**src/sv/sovg_pkg.sv**
```systemverilog
// Shared types and constants of the shape outline vector generator.
// Holds the input and output transaction structs, the command table
// and the star scale factors. Depends on nothing.
package sovg_pkg;

  localparam int unsigned CoordBits   = 16;
  localparam int unsigned ColorBits   = 8;
  localparam int unsigned ShapeBits   = 4;
  localparam int unsigned MaxCmds     = 6;
  localparam int unsigned CmdIdxBits  = $clog2(MaxCmds);
  localparam int unsigned FactorBits  = 17;
  localparam int unsigned FracBits    = 16;

  localparam logic signed [FactorBits-1:0] StarXLowLeft  = -17'sd38521;
  localparam logic signed [FactorBits-1:0] StarXLowRight =  17'sd38521;
  localparam logic signed [FactorBits-1:0] StarXMidLeft  = -17'sd62328;
  localparam logic signed [FactorBits-1:0] StarXMidRight =  17'sd62328;
  localparam logic signed [FactorBits-1:0] StarYLow      = -17'sd53020;
  localparam logic signed [FactorBits-1:0] StarYMid      =  17'sd20251;

  typedef logic signed [CoordBits-1:0] coord_t;
  typedef logic [CoordBits-1:0]        radius_t;
  typedef logic signed [ColorBits-1:0] color_t;
  typedef logic [CmdIdxBits-1:0]       cmd_idx_t;

  typedef enum logic [1:0] {
    OpMove = 2'd0,
    OpLine = 2'd1,
    OpBox  = 2'd2
  } op_e;

  typedef enum logic [ShapeBits-1:0] {
    ShapeLine      = 4'd0,
    ShapeCross     = 4'd1,
    ShapeBox       = 4'd2,
    ShapeStar      = 4'd3,
    ShapeTriangle  = 4'd4,
    ShapeDiamond   = 4'd5,
    ShapeVee       = 4'd6,
    ShapePlus      = 4'd7,
    ShapeHourglass = 4'd8,
    ShapeRoundBox  = 4'd9
  } shape_e;

  typedef struct packed {
    coord_t                first_x;
    coord_t                first_y;
    coord_t                second_x;
    coord_t                second_y;
    logic [ShapeBits-1:0]  shape;
    color_t                pen_color;
  } in_item_t;

  typedef struct packed {
    op_e     op;
    coord_t  point_x;
    coord_t  point_y;
    radius_t corner_rx;
    radius_t corner_ry;
    color_t  draw_color;
    logic    last;
  } out_item_t;

  typedef struct packed {
    op_e    op;
    coord_t x;
    coord_t y;
  } cmd_t;

  typedef struct packed {
    cmd_t [MaxCmds-1:0] cmd;
    cmd_idx_t           last_idx;
    radius_t            corner_rx;
    radius_t            corner_ry;
    color_t             color;
  } cmd_table_t;

endpackage

```
**src/sv/shape_outline_vector_generator.sv**
```systemverilog
// Top level of the shape outline vector generator: the command planning
// pipeline followed by the command emitter and the output register.
// Depends on sovg_pkg and sovg_plan.

// Each accepted transaction is planned in a three stage pipeline and its
// commands then leave one per cycle through an output register while
// out_ready_i does not stall it; the first command passes the three pipeline
// registers, the table register and the output register. A shape has two to
// six commands (six for the star), and sustained throughput is set by the
// single command output port. Shape codes 10 to 15 are accepted and yield no
// command. New transactions are taken while earlier shapes are still being
// emitted, as long as the pipeline has room.
module shape_outline_vector_generator
  import sovg_pkg::*;
(
  input  logic      clk_i,
  input  logic      rst_ni,
  input  logic      in_valid_i,
  output logic      in_ready_o,
  input  in_item_t  in_item_i,
  output logic      out_valid_o,
  input  logic      out_ready_i,
  output out_item_t out_item_o
);

  logic       plan_valid, tbl_ready;
  cmd_table_t plan_tbl;
  cmd_table_t tbl_q;
  logic       tbl_v_q;
  cmd_idx_t   idx_q;
  out_item_t  out_q, out_d;
  logic       out_v_q;
  logic       out_free, emit, tbl_done;
  cmd_t       cur;

  sovg_plan u_plan (
    .clk_i       (clk_i),
    .rst_ni      (rst_ni),
    .in_valid_i  (in_valid_i),
    .in_ready_o  (in_ready_o),
    .in_item_i   (in_item_i),
    .tbl_valid_o (plan_valid),
    .tbl_ready_i (tbl_ready),
    .tbl_o       (plan_tbl)
  );

  assign out_free  = !out_v_q || out_ready_i;
  assign emit      = tbl_v_q && out_free;
  assign tbl_done  = emit && (idx_q == tbl_q.last_idx);
  assign tbl_ready = !tbl_v_q || tbl_done;
  assign cur       = tbl_q.cmd[idx_q];

  always_comb begin
    out_d            = '0;
    out_d.op         = cur.op;
    out_d.point_x    = cur.x;
    out_d.point_y    = cur.y;
    out_d.draw_color = tbl_q.color;
    out_d.last       = (idx_q == tbl_q.last_idx);
    if (cur.op == OpBox) begin
      out_d.corner_rx = tbl_q.corner_rx;
      out_d.corner_ry = tbl_q.corner_ry;
    end
  end

  always_ff @(posedge clk_i or negedge rst_ni) begin
    if (!rst_ni) begin
      tbl_v_q <= 1'b0;
      idx_q   <= '0;
      out_v_q <= 1'b0;
    end else begin
      if (plan_valid && tbl_ready) begin
        tbl_v_q <= 1'b1;
        idx_q   <= '0;
      end else if (tbl_done) begin
        tbl_v_q <= 1'b0;
        idx_q   <= '0;
      end else if (emit) begin
        idx_q   <= idx_q + cmd_idx_t'(1);
      end
      if (emit) begin
        out_v_q <= 1'b1;
      end else if (out_ready_i) begin
        out_v_q <= 1'b0;
      end
    end
  end

  always_ff @(posedge clk_i) begin
    if (plan_valid && tbl_ready) begin
      tbl_q <= plan_tbl;
    end
    if (emit) begin
      out_q <= out_d;
    end
  end

  assign out_valid_o = out_v_q;
  assign out_item_o  = out_q;

`ifndef SYNTH
  a_idx_in_table: assert property (@(posedge clk_i) disable iff (!rst_ni)
    tbl_v_q |-> idx_q <= tbl_q.last_idx)
    else $error("command index ran past the end of the table");

  a_first_is_move: assert property (@(posedge clk_i) disable iff (!rst_ni)
    emit && idx_q == '0 |-> cur.op == OpMove)
    else $error("shape does not start with a move command");

  a_radius_only_box: assert property (@(posedge clk_i) disable iff (!rst_ni)
    out_v_q && out_q.op != OpBox |-> out_q.corner_rx == '0 && out_q.corner_ry == '0)
    else $error("corner radius on a command that is not a box");

  a_rest_pending: assert property (@(posedge clk_i) disable iff (!rst_ni)
    out_v_q && !out_q.last |-> tbl_v_q)
    else $error("shape table released before its last command");
`endif

endmodule

```
**src/sv/sovg_plan.sv**
```systemverilog
// Three stage pipeline that turns one input transaction into a table of
// drawing commands: midpoints and half extents, star products, then the table.
// Depends on sovg_pkg.
module sovg_plan
  import sovg_pkg::*;
(
  input  logic       clk_i,
  input  logic       rst_ni,
  input  logic       in_valid_i,
  output logic       in_ready_o,
  input  in_item_t   in_item_i,
  output logic       tbl_valid_o,
  input  logic       tbl_ready_i,
  output cmd_table_t tbl_o
);

  localparam int unsigned ProdBits = CoordBits + FactorBits;

  typedef logic signed [ProdBits-1:0] prod_t;
  typedef logic signed [CoordBits:0]  offset_t;

  typedef struct packed {
    coord_t               x1;
    coord_t               y1;
    coord_t               x2;
    coord_t               y2;
    coord_t               mx;
    coord_t               my;
    coord_t               rx;
    coord_t               ry;
    radius_t              abs_dx;
    radius_t              abs_dy;
    logic [ShapeBits-1:0] shape;
    color_t               color;
  } geom_t;

  typedef struct packed {
    geom_t g;
    prod_t p_x_low_left;
    prod_t p_x_low_right;
    prod_t p_x_mid_left;
    prod_t p_x_mid_right;
    prod_t p_y_low;
    prod_t p_y_mid;
  } star_t;

  function automatic coord_t add_sat(coord_t base, offset_t off);
    logic signed [CoordBits+1:0] sum;
    sum = (CoordBits+2)'(base) + (CoordBits+2)'(off);
    if (sum[CoordBits+1:CoordBits-1] == {3{sum[CoordBits+1]}}) begin
      return sum[CoordBits-1:0];
    end else if (sum[CoordBits+1]) begin
      return {1'b1, {(CoordBits-1){1'b0}}};
    end else begin
      return {1'b0, {(CoordBits-1){1'b1}}};
    end
  endfunction

  function automatic cmd_t mk(op_e op, coord_t x, coord_t y);
    cmd_t c;
    c.op = op;
    c.x  = x;
    c.y  = y;
    return c;
  endfunction

  logic     v1_q, v2_q, v3_q;
  logic     s2_ready, s3_ready;
  in_item_t s1_q;
  geom_t    s2_d, s2_q;
  star_t    s3_d, s3_q;

  assign s3_ready   = !v3_q || tbl_ready_i;
  assign s2_ready   = !v2_q || s3_ready;
  assign in_ready_o = !v1_q || s2_ready;

  always_ff @(posedge clk_i or negedge rst_ni) begin
    if (!rst_ni) begin
      v1_q <= 1'b0;
      v2_q <= 1'b0;
      v3_q <= 1'b0;
    end else begin
      if (in_ready_o) begin
        v1_q <= in_valid_i && (in_item_i.shape <= ShapeRoundBox);
      end
      if (s2_ready) begin
        v2_q <= v1_q;
      end
      if (s3_ready) begin
        v3_q <= v2_q;
      end
    end
  end

  always_ff @(posedge clk_i) begin
    if (in_valid_i && in_ready_o) begin
      s1_q <= in_item_i;
    end
    if (v1_q && s2_ready) begin
      s2_q <= s2_d;
    end
    if (v2_q && s3_ready) begin
      s3_q <= s3_d;
    end
  end

  always_comb begin
    logic signed [CoordBits:0] sum_x, sum_y, dif_x, dif_y, abs_x, abs_y;
    sum_x = (CoordBits+1)'(s1_q.first_x) + (CoordBits+1)'(s1_q.second_x);
    sum_y = (CoordBits+1)'(s1_q.first_y) + (CoordBits+1)'(s1_q.second_y);
    dif_x = (CoordBits+1)'(s1_q.second_x) - (CoordBits+1)'(s1_q.first_x);
    dif_y = (CoordBits+1)'(s1_q.second_y) - (CoordBits+1)'(s1_q.first_y);
    abs_x = dif_x[CoordBits] ? -dif_x : dif_x;
    abs_y = dif_y[CoordBits] ? -dif_y : dif_y;
    s2_d.x1     = s1_q.first_x;
    s2_d.y1     = s1_q.first_y;
    s2_d.x2     = s1_q.second_x;
    s2_d.y2     = s1_q.second_y;
    s2_d.mx     = sum_x[CoordBits:1];
    s2_d.my     = sum_y[CoordBits:1];
    s2_d.rx     = dif_x[CoordBits:1];
    s2_d.ry     = dif_y[CoordBits:1];
    s2_d.abs_dx = abs_x[CoordBits-1:0];
    s2_d.abs_dy = abs_y[CoordBits-1:0];
    s2_d.shape  = s1_q.shape;
    s2_d.color  = s1_q.pen_color;
  end

  always_comb begin
    s3_d.g             = s2_q;
    s3_d.p_x_low_left  = ProdBits'(s2_q.rx) * ProdBits'(StarXLowLeft);
    s3_d.p_x_low_right = ProdBits'(s2_q.rx) * ProdBits'(StarXLowRight);
    s3_d.p_x_mid_left  = ProdBits'(s2_q.rx) * ProdBits'(StarXMidLeft);
    s3_d.p_x_mid_right = ProdBits'(s2_q.rx) * ProdBits'(StarXMidRight);
    s3_d.p_y_low       = ProdBits'(s2_q.ry) * ProdBits'(StarYLow);
    s3_d.p_y_mid       = ProdBits'(s2_q.ry) * ProdBits'(StarYMid);
  end

  always_comb begin
    geom_t  g;
    coord_t top, low_y, mid_y, sx_ll, sx_mr, sx_ml, sx_lr;
    g     = s3_q.g;
    top   = add_sat(g.my, (CoordBits+1)'(g.ry));
    low_y = add_sat(g.my, s3_q.p_y_low[ProdBits-1:FracBits]);
    mid_y = add_sat(g.my, s3_q.p_y_mid[ProdBits-1:FracBits]);
    sx_ll = add_sat(g.mx, s3_q.p_x_low_left[ProdBits-1:FracBits]);
    sx_mr = add_sat(g.mx, s3_q.p_x_mid_right[ProdBits-1:FracBits]);
    sx_ml = add_sat(g.mx, s3_q.p_x_mid_left[ProdBits-1:FracBits]);
    sx_lr = add_sat(g.mx, s3_q.p_x_low_right[ProdBits-1:FracBits]);
    tbl_o = '0;
    tbl_o.color = g.color;
    unique case (shape_e'(g.shape))
      ShapeLine: begin
        tbl_o.cmd[0]    = mk(OpMove, g.x1, g.y1);
        tbl_o.cmd[1]    = mk(OpLine, g.x2, g.y2);
        tbl_o.last_idx  = cmd_idx_t'(1);
      end
      ShapeCross: begin
        tbl_o.cmd[0]    = mk(OpMove, g.x1, g.y1);
        tbl_o.cmd[1]    = mk(OpLine, g.x2, g.y2);
        tbl_o.cmd[2]    = mk(OpMove, g.x1, g.y2);
        tbl_o.cmd[3]    = mk(OpLine, g.x2, g.y1);
        tbl_o.last_idx  = cmd_idx_t'(3);
      end
      ShapeBox: begin
        tbl_o.cmd[0]    = mk(OpMove, g.x1, g.y1);
        tbl_o.cmd[1]    = mk(OpBox, g.x2, g.y2);
        tbl_o.last_idx  = cmd_idx_t'(1);
      end
      ShapeStar: begin
        tbl_o.cmd[0]    = mk(OpMove, g.mx, top);
        tbl_o.cmd[1]    = mk(OpLine, sx_ll, low_y);
        tbl_o.cmd[2]    = mk(OpLine, sx_mr, mid_y);
        tbl_o.cmd[3]    = mk(OpLine, sx_ml, mid_y);
        tbl_o.cmd[4]    = mk(OpLine, sx_lr, low_y);
        tbl_o.cmd[5]    = mk(OpLine, g.mx, top);
        tbl_o.last_idx  = cmd_idx_t'(5);
      end
      ShapeTriangle: begin
        tbl_o.cmd[0]    = mk(OpMove, g.x1, g.y2);
        tbl_o.cmd[1]    = mk(OpLine, g.mx, g.y1);
        tbl_o.cmd[2]    = mk(OpLine, g.x2, g.y2);
        tbl_o.cmd[3]    = mk(OpLine, g.x1, g.y2);
        tbl_o.last_idx  = cmd_idx_t'(3);
      end
      ShapeDiamond: begin
        tbl_o.cmd[0]    = mk(OpMove, g.mx, g.y1);
        tbl_o.cmd[1]    = mk(OpLine, g.x1, g.my);
        tbl_o.cmd[2]    = mk(OpLine, g.mx, g.y2);
        tbl_o.cmd[3]    = mk(OpLine, g.x2, g.my);
        tbl_o.cmd[4]    = mk(OpLine, g.mx, g.y1);
        tbl_o.last_idx  = cmd_idx_t'(4);
      end
      ShapeVee: begin
        tbl_o.cmd[0]    = mk(OpMove, g.x1, g.y1);
        tbl_o.cmd[1]    = mk(OpLine, g.mx, g.y2);
        tbl_o.cmd[2]    = mk(OpLine, g.x2, g.y1);
        tbl_o.last_idx  = cmd_idx_t'(2);
      end
      ShapePlus: begin
        tbl_o.cmd[0]    = mk(OpMove, g.mx, g.y1);
        tbl_o.cmd[1]    = mk(OpLine, g.mx, g.y2);
        tbl_o.cmd[2]    = mk(OpMove, g.x1, g.my);
        tbl_o.cmd[3]    = mk(OpLine, g.x2, g.my);
        tbl_o.last_idx  = cmd_idx_t'(3);
      end
      ShapeHourglass: begin
        tbl_o.cmd[0]    = mk(OpMove, g.x1, g.y1);
        tbl_o.cmd[1]    = mk(OpLine, g.x2, g.y2);
        tbl_o.cmd[2]    = mk(OpLine, g.x1, g.y2);
        tbl_o.cmd[3]    = mk(OpLine, g.x2, g.y1);
        tbl_o.cmd[4]    = mk(OpLine, g.x1, g.y1);
        tbl_o.last_idx  = cmd_idx_t'(4);
      end
      ShapeRoundBox: begin
        tbl_o.cmd[0]    = mk(OpMove, g.x1, g.y1);
        tbl_o.cmd[1]    = mk(OpBox, g.x2, g.y2);
        tbl_o.last_idx  = cmd_idx_t'(1);
        tbl_o.corner_rx = g.abs_dx;
        tbl_o.corner_ry = g.abs_dy;
      end
      default: begin
        tbl_o.last_idx  = '0;
      end
    endcase
  end

  assign tbl_valid_o = v3_q;

endmodule
```
**config.mk**
```make
export PLATFORM = sky130hd
export DESIGN_NAME = shape_outline_vector_generator
export DESIGN_NICKNAME = d
export VERILOG_FILES = /design/src/sv/sovg_pkg.sv /design/src/sv/shape_outline_vector_generator.sv /design/src/sv/sovg_plan.sv
export SDC_FILE = /design/constraint.sdc
export NUM_CORES = 2
export LEC_CHECK = 0
export BUFFER_PORTS_ARGS = -buffer_cell sky130_fd_sc_hd__buf_2
export CAP_MARGIN = 20
export CORE_ASPECT_RATIO = 0.6
export CORE_MARGIN = 3
export CORE_UTILIZATION = 30
export DETAILED_ROUTE_END_ITERATION = 10
export GPL_TIMING_DRIVEN = 0
export PLACE_DENSITY_LB_ADDON = 0.1
export SYNTH_ARGS = -nofsm -noshare
export SYNTH_HDL_FRONTEND = slang
export SYNTH_SLANG_ARGS = --single-unit
```
**constraint.sdc**
```tcl
create_clock -name clk_i -period 11.79 [get_ports clk_i]
set_input_delay 1.7685 -clock clk_i [delete_from_list [all_inputs] [get_ports clk_i]]
set_output_delay 1.7685 -clock clk_i [all_outputs]
set_load 0.01 [all_outputs]
```
# Yosys cells after proc, flatten, opt, wreduce, memory -nomap -nowiden
# Cells that the tools add are included.
[totals]
reg_bits = 923
out_inout_bits = 77
word_cells = 169
[classes]
n_addsub = 14
mul = 6
n_lt_le_gt_ge = 2
eq_ne = 18
mux = 31
reduce_logical = 28
[op_table]
columns = ["operator", "count"]
rows = [
  ["$pmux 68 s7", 1],
  ["$mux 16", 16],
  ["$pmux 33 s7", 1],
  ["$pmux 33 s4", 1],
  ["$bmux 34 s3", 1],
  ["$pmux 33 s3", 1],
  ["$add 16x17->18", 5],
  ["$add 16x16->17", 4],
  ["$mul 16x17->33 const B", 2],
  ["$mul 16x14->30 const B", 2],
  ["$mux 34", 1],
  ["$sub 16x16->17", 2],
  ["$mux 33", 1],
  ["$mul 16x16->32 const B", 1],
  ["$neg 16->16", 2],
  ["$mul 16x15->31 const B", 1],
  ["$eq 4x3->1 const B", 4],
  ["$pmux 3 s5", 1],
  ["$eq 2x2->1", 7],
  ["$mux 3", 3],
  ["$reduce_or 3->1", 3],
  ["$eq 4x2->1 const B", 2],
  ["$eq 4x4->1 const B", 2],
  ["$reduce_or 2->1", 4],
  ["13 further kinds", 31],
]

# Logic depth before layout (Yosys ltp)
[depth]
depth_word = 9
depth_mapped = 22
mapped_depth_nobuf = 22

# Hierarchy
# From an unflattened synthesis, not the netlist that was laid out.
[hier_totals]
cells_unflattened = 5495
area_unflattened_um2 = 65713.0
[modules_own_cells]
columns = ["mod", "instances", "cells_each", "area_per_inst_um2", "seq_area_each_um2"]
rows = [
  ["sovg_plan", 1, 4900, 53518.8, 15239.6],
  ["shape_outline_vector_generator", 1, 595, 12194.2, 9794.4],
]

# Worst setup path after synthesis
# Ideal clock, no wire load.
[synth_timing]
kind = "in2reg"
startpoint = "input out_ready_i"
endpoint = "register tbl_q (netlist bit out_d[1]) (enable)"
setup_ns = 0.871
arrival_ns = 12.591
setup_slack_ns = -1.672
path_stages = 3
n_path_buf = 0
path_cell_list = "nand2b_1 > a21boi_0 > nor2b_1"
[synth_via]
elab_chain_len = 5
[synth_rtl]
columns = ["element", "line_no", "rtl"]
rows = [
  ["from (decl)", "shape_outline_vector_generator.sv:22", "input logic out_ready_i,"],
  ["$logic_or 1x1->1", "shape_outline_vector_generator.sv:47", "assign out_free = !out_v_q || out_ready_i;"],
  ["$logic_and 1x1->1", "shape_outline_vector_generator.sv:48", "assign emit = tbl_v_q && out_free;"],
  ["$logic_and 1x1->1", "shape_outline_vector_generator.sv:49", "assign tbl_done = emit && (idx_q == tbl_q.last_idx);"],
  ["$logic_or 1x1->1", "shape_outline_vector_generator.sv:50", "assign tbl_ready = !tbl_v_q || tbl_done;"],
  ["$logic_and 1x1->1", "shape_outline_vector_generator.sv:90", "if (plan_valid && tbl_ready) begin"],
  ["to (signal assigned)", "shape_outline_vector_generator.sv:91", "tbl_q <= plan_tbl;"],
  ["to (decl)", "shape_outline_vector_generator.sv:28", "cmd_table_t tbl_q;"],
]
# Every way passes these cells.
# A chain may end at the register's enable or synchronous reset.

==> impl_metrics.prom <==
# TYPE chip_impl_metric gauge
chip_impl_metric{name="max_slew.worst_pin.slew",unit="ns"} 1.13
chip_impl_metric{name="synth.yosys.seq_area_share",unit="%"} 37.9
chip_impl_metric{name="synth_compound_gate_area_share",unit="%"} 10.1
chip_impl_metric{name="gr-usage-all-layers",unit="%"} 18.4
chip_impl_metric{name="ys.warnings.count",unit=""} 0
chip_impl_metric{name="worstPathRequired",unit="ns"} 12.21
chip_impl_metric{name="post_cts_buffers",unit=""} 0
chip_impl_metric{name="grt_pass1_vias",unit=""} 43700
chip_impl_metric{name="clock_sink_count",unit=""} 829
chip_impl_metric{name="grt_start_max_net_pins",unit=""} 53
chip_impl_metric{name="flow.area_growth_from_synthesis",unit="%"} 12.1
chip_impl_info{name="setup.worst_path.start_class",value="flop"} 1
chip_impl_metric{name="synth_enable_flop_cells",unit=""} 821
chip_impl_metric{name="postSynth.asyncResetShare",unit="%"} 0.965
chip_impl_metric{name="post_cts_gate_resize_count",unit=""} 0
chip_impl_metric{name="first_pass_iters",unit=""} 8
chip_impl_metric{name="place.detailed.instances",unit=""} 8657
chip_impl_metric{name="gpl_wtd_cong",unit=""} 0.929
chip_impl_metric{name="initial_core_util",unit="%"} 30.3
chip_impl_metric{name="floorplan.die_area",unit="sq um"} 225000
chip_impl_metric{name="finalHoldViolCount",unit=""} 0
chip_impl_info{name="cts_root_buffer",value="sky130_fd_sc_hd__clkbuf_16"} 1
chip_impl_info{name="hold_path_startpoint",value="u_plan.s1_q[0]"} 1
chip_impl_metric{name="coreArea",unit="sq um"} 217000
chip_impl_metric{name="preCtsSetupSlack",unit="ns"} 3.47
chip_impl_info{name="synth-main-ff-cell",value="sky130_fd_sc_hd__edfxtp_1"} 1
chip_impl_metric{name="drtIter0Drc",unit=""} 4068
chip_impl_metric{name="wl_per_cell",unit="microns"} 23.6
chip_impl_info{name="setup_repair_after_global_routing_missed_its_margin",value="false"} 1
chip_impl_metric{name="final_antenna_net_count",unit=""} 0
chip_impl_metric{name="avgViaCountPerCell",unit=""} 4.91
chip_impl_metric{name="post_cts_hold_buffer_count",unit=""} 0
chip_impl_metric{name="floorplan.die.width",unit="microns"} 610
chip_impl_metric{name="synth_fa_ha_area_share",unit="%"} 32.8
chip_impl_metric{name="syn-num-nets",unit=""} 7045
chip_impl_metric{name="num-nets-final",unit=""} 7329
chip_impl_metric{name="postSynthAreaPerCell",unit="sq um"} 11.8
chip_impl_info{name="synth_top_family_by_area",value="adder cells"} 1
chip_impl_metric{name="postLayoutCoreUtil",unit="%"} 34.0
chip_impl_info{name="most_common_library_cell_in_the_layout_ignoring_fill_and_taps",value="sky130_fd_sc_hd__inv_1"} 1
chip_impl_metric{name="worst_ep_arrival_time",unit="ns"} 8.55
chip_impl_metric{name="r2r_setup_slack",unit="ns"} 3.66
chip_impl_metric{name="clock_insertion_delay_worst_skew",unit="ns"} 0.68
chip_impl_metric{name="cts_inserted_buffers",unit=""} 74
chip_impl_metric{name="port-buffer-count",unit=""} 156
chip_impl_metric{name="cts.clk_slew.worst_paths",unit="ns"} 0.07
chip_impl_info{name="worst_hold_path_type",value="reg -> reg"} 1
chip_impl_metric{name="grt_antenna_before_repair",unit=""} 29
chip_impl_metric{name="synth_simple_gate_area_share",unit="%"} 6.72
chip_impl_metric{name="finalWirelength",unit="mm"} 208
chip_impl_info{name="worstReg2RegEnd",value="u_plan.s3_q[159]"} 1
chip_impl_metric{name="layout_min_cycle_time",unit="ns"} 8.13
chip_impl_metric{name="dp_hpwl",unit="mm"} 171
chip_impl_metric{name="clock_skew",unit="ns"} 0.0377
chip_impl_metric{name="route.vias.total",unit=""} 43200
chip_impl_metric{name="fp.dieH",unit="microns"} 368
chip_impl_info{name="crit-reg2reg-launch",value="u_plan.s2_q[65]"} 1
chip_impl_metric{name="stdcell_count",unit=""} 8799
chip_impl_metric{name="synth_mux_area_share",unit="%"} 2.05
chip_impl_metric{name="grt_remaining_overflow",unit=""} 0
chip_impl_info{name="worst_setup_path_end_kind",value="flop"} 1
chip_impl_metric{name="hold_depth",unit=""} 0
chip_impl_metric{name="first_pass_grt_wire_length",unit="mm"} 304
chip_impl_metric{name="slew_headroom",unit="%"} 24.4
chip_impl_metric{name="final_layout_size_suffix_gt1_share",unit="%"} 7.30
chip_impl_metric{name="synthesis.instances",unit=""} 5577
chip_impl_metric{name="synth_seq_cells",unit=""} 829
chip_impl_metric{name="cts.path.max_buffers",unit=""} 3
chip_impl_metric{name="post-route-worst-setup-slack",unit="ns"} 3.66
chip_impl_metric{name="setup_viol_count_final",unit=""} 0
chip_impl_metric{name="placement_rows",unit=""} 132
chip_impl_metric{name="final_min_period_over_clock_period",unit="%"} 68.9
chip_impl_metric{name="critical_path.max_fanout",unit=""} 12
chip_impl_metric{name="htree_num_levels",unit=""} 3
chip_impl_metric{name="fmax",unit="MHz"} 123
chip_impl_metric{name="fin_setup_tns",unit="ns"} 0
chip_impl_metric{name="ff2ff_path_depth",unit=""} 20
chip_impl_info{name="final_cell_mix",value="1,046 x sky130_fd_sc_hd__inv_1, 832 x sky130_fd_sc_hd__ha_1, 821 x sky130_fd_sc_hd__edfxtp_1"} 1
chip_impl_metric{name="post-route-drc-count",unit=""} 0
chip_impl_metric{name="syn_area",unit="sq um"} 65600
chip_impl_metric{name="post_synth_num_cell_types",unit=""} 88
chip_impl_info{name="timing_worst_setup_path_type",value="reg -> reg"} 1
chip_impl_info{name="outcome",value="completed"} 1
chip_impl_info{name="tritoncts",value="done"} 1
chip_impl_metric{name="maxCapViolCount",unit=""} 0
chip_impl_info{name="worst_hold_path.endpoint",value="u_plan.s2_q[0]"} 1
chip_impl_metric{name="slew_viol_final",unit=""} 0
chip_impl_metric{name="yosys.area_share.xor_xnor",unit="%"} 3.71
chip_impl_metric{name="top_level_ports",unit=""} 157
==> layout make-up <==
type,instances,area [sq um]
clock buffer,83,1910
inverter,1047,3930
antenna,2,5.00
clock inverter,48,556
tap,2881,3600
sequential,829,24900
buffer,116,445
timing repair buffer,208,1850
multi-input combinational,3585,36400
fill,21600,143000
==> metrics by stage <==
step           hold slack [ns]  instance area [sq um]
2_1_floorplan            0.400                  65600
4_1_cts                  0.398                  73500
3_3_place_gp             0.401                  70000
6_report                 0.400                  73600
3_5_place_dp             0.405                  71000
5_1_grt                  0.425                  73600
==> registers in the layout, indices dropped and copies added (netlist names) <==
signal	cells
u_plan.v2_q	1
u_plan.tbl_valid_o	1
u_plan.s3_q	249
out_d	8
u_plan.s1_q	76
idx_q	3
u_plan.v1_q	1
tbl_v_q	1
out_valid_o	1
u_plan.tbl_o	8
u_plan.s2_q	172
out_item_o	75
tbl_q	233
==> worst max-delay path, cell delays in order, from the launching register on <==
cell and delay [ns]:
sky130_fd_sc_hd__edfxtp_1 1.00, sky130_fd_sc_hd__ha_1 0.68, sky130_fd_sc_hd__inv_1 0.52, sky130_fd_sc_hd__fa_1 0.65, sky130_fd_sc_hd__inv_1 0.05, sky130_fd_sc_hd__fa_1 0.47, sky130_fd_sc_hd__fa_1 0.47, sky130_fd_sc_hd__fa_1 0.52
sky130_fd_sc_hd__inv_1 0.06, sky130_fd_sc_hd__fa_1 0.47, sky130_fd_sc_hd__inv_1 0.04, sky130_fd_sc_hd__ha_1 0.33, sky130_fd_sc_hd__a21o_1 0.18, sky130_fd_sc_hd__a21o_1 0.19, sky130_fd_sc_hd__a2111oi_0 0.71, sky130_fd_sc_hd__o221ai_1 0.48
sky130_fd_sc_hd__a31o_2 0.37, sky130_fd_sc_hd__nand2_1 0.11, sky130_fd_sc_hd__o311ai_0 0.22, sky130_fd_sc_hd__a21oi_1 0.22, sky130_fd_sc_hd__xnor2_1 0.09
==> how the worst max path moves through the flow <==
stage                    start               end  slack [ns]  cells past startpoint
2_1_floorplan      out_ready_i    u_plan.s2_q[0]        0.30                      3
3_3_place_gp       out_ready_i   u_plan.s2_q[69]       -6.56                      4
3_5_place_dp   u_plan.s2_q[65]  u_plan.s3_q[159]        3.47                     20
4_1_cts        u_plan.s2_q[65]  u_plan.s3_q[159]        3.44                     20
5_1_grt        u_plan.s2_q[65]  u_plan.s3_q[159]        3.28                     20
6_report       u_plan.s2_q[65]  u_plan.s3_q[159]        3.66                     20
==> cells in the mapped netlist (all sizes together) (10+ instances only) <==
cell type,number,area share [%]
a31oi,31,0.30
a22o,35,0.47
and3,23,0.22
a2111oi,14,0.23
or3,20,0.19
edfxtp,821,38
nand2,202,1.2
nor4,15,0.14
a221oi,27,0.37
a21oi,199,1.5
o311ai,28,0.37
ha,832,16
a211o,39,0.52
nor2,210,1.2
mux2i,57,0.87
nor3,86,0.66
a22oi,35,0.40
inv,1047,6.0
a21boi,17,0.19
nand4,19,0.18
buf,22,0.14
nand3,71,0.54
o31a,14,0.19
a31o,11,0.15
nor2b,30,0.29
nor3b,10,0.12
o21ai,119,0.91
o211ai,29,0.33
a211oi,24,0.27
o22ai,40,0.38
xor2,94,1.3
a222oi,38,0.58
fa,556,17
xnor2,184,2.5
o21bai,28,0.33
nand2b,45,0.43
o31ai,19,0.22
o21a,43,0.49
or2,35,0.33
mux4,32,1.1
and2,97,0.92
clkbuf,94,0.54
a21o,84,0.96
==> cell families after synthesis <==
family,count (synthesis)
buf+inv,1163
fa+ha+maj,1388
xor+xnor,278
compound gates,938
mux,94
flops,829
simple gates,887
==> routing by layer <==
layer	wire [microns]	share of wire (%)	vias up	global-route usage (%)
li1	-	-	20000	-
met1	111000	53	21900	30.3
met2	81800	39	1129	25.4
met3	13000	6.3	137	2.96
met4	2350	1.1	2	2.19
met5	13	0.0063	-	0
Power is not shown: default switching activity piles up to over one toggle a cycle in this logic, so the estimate is an artifact.
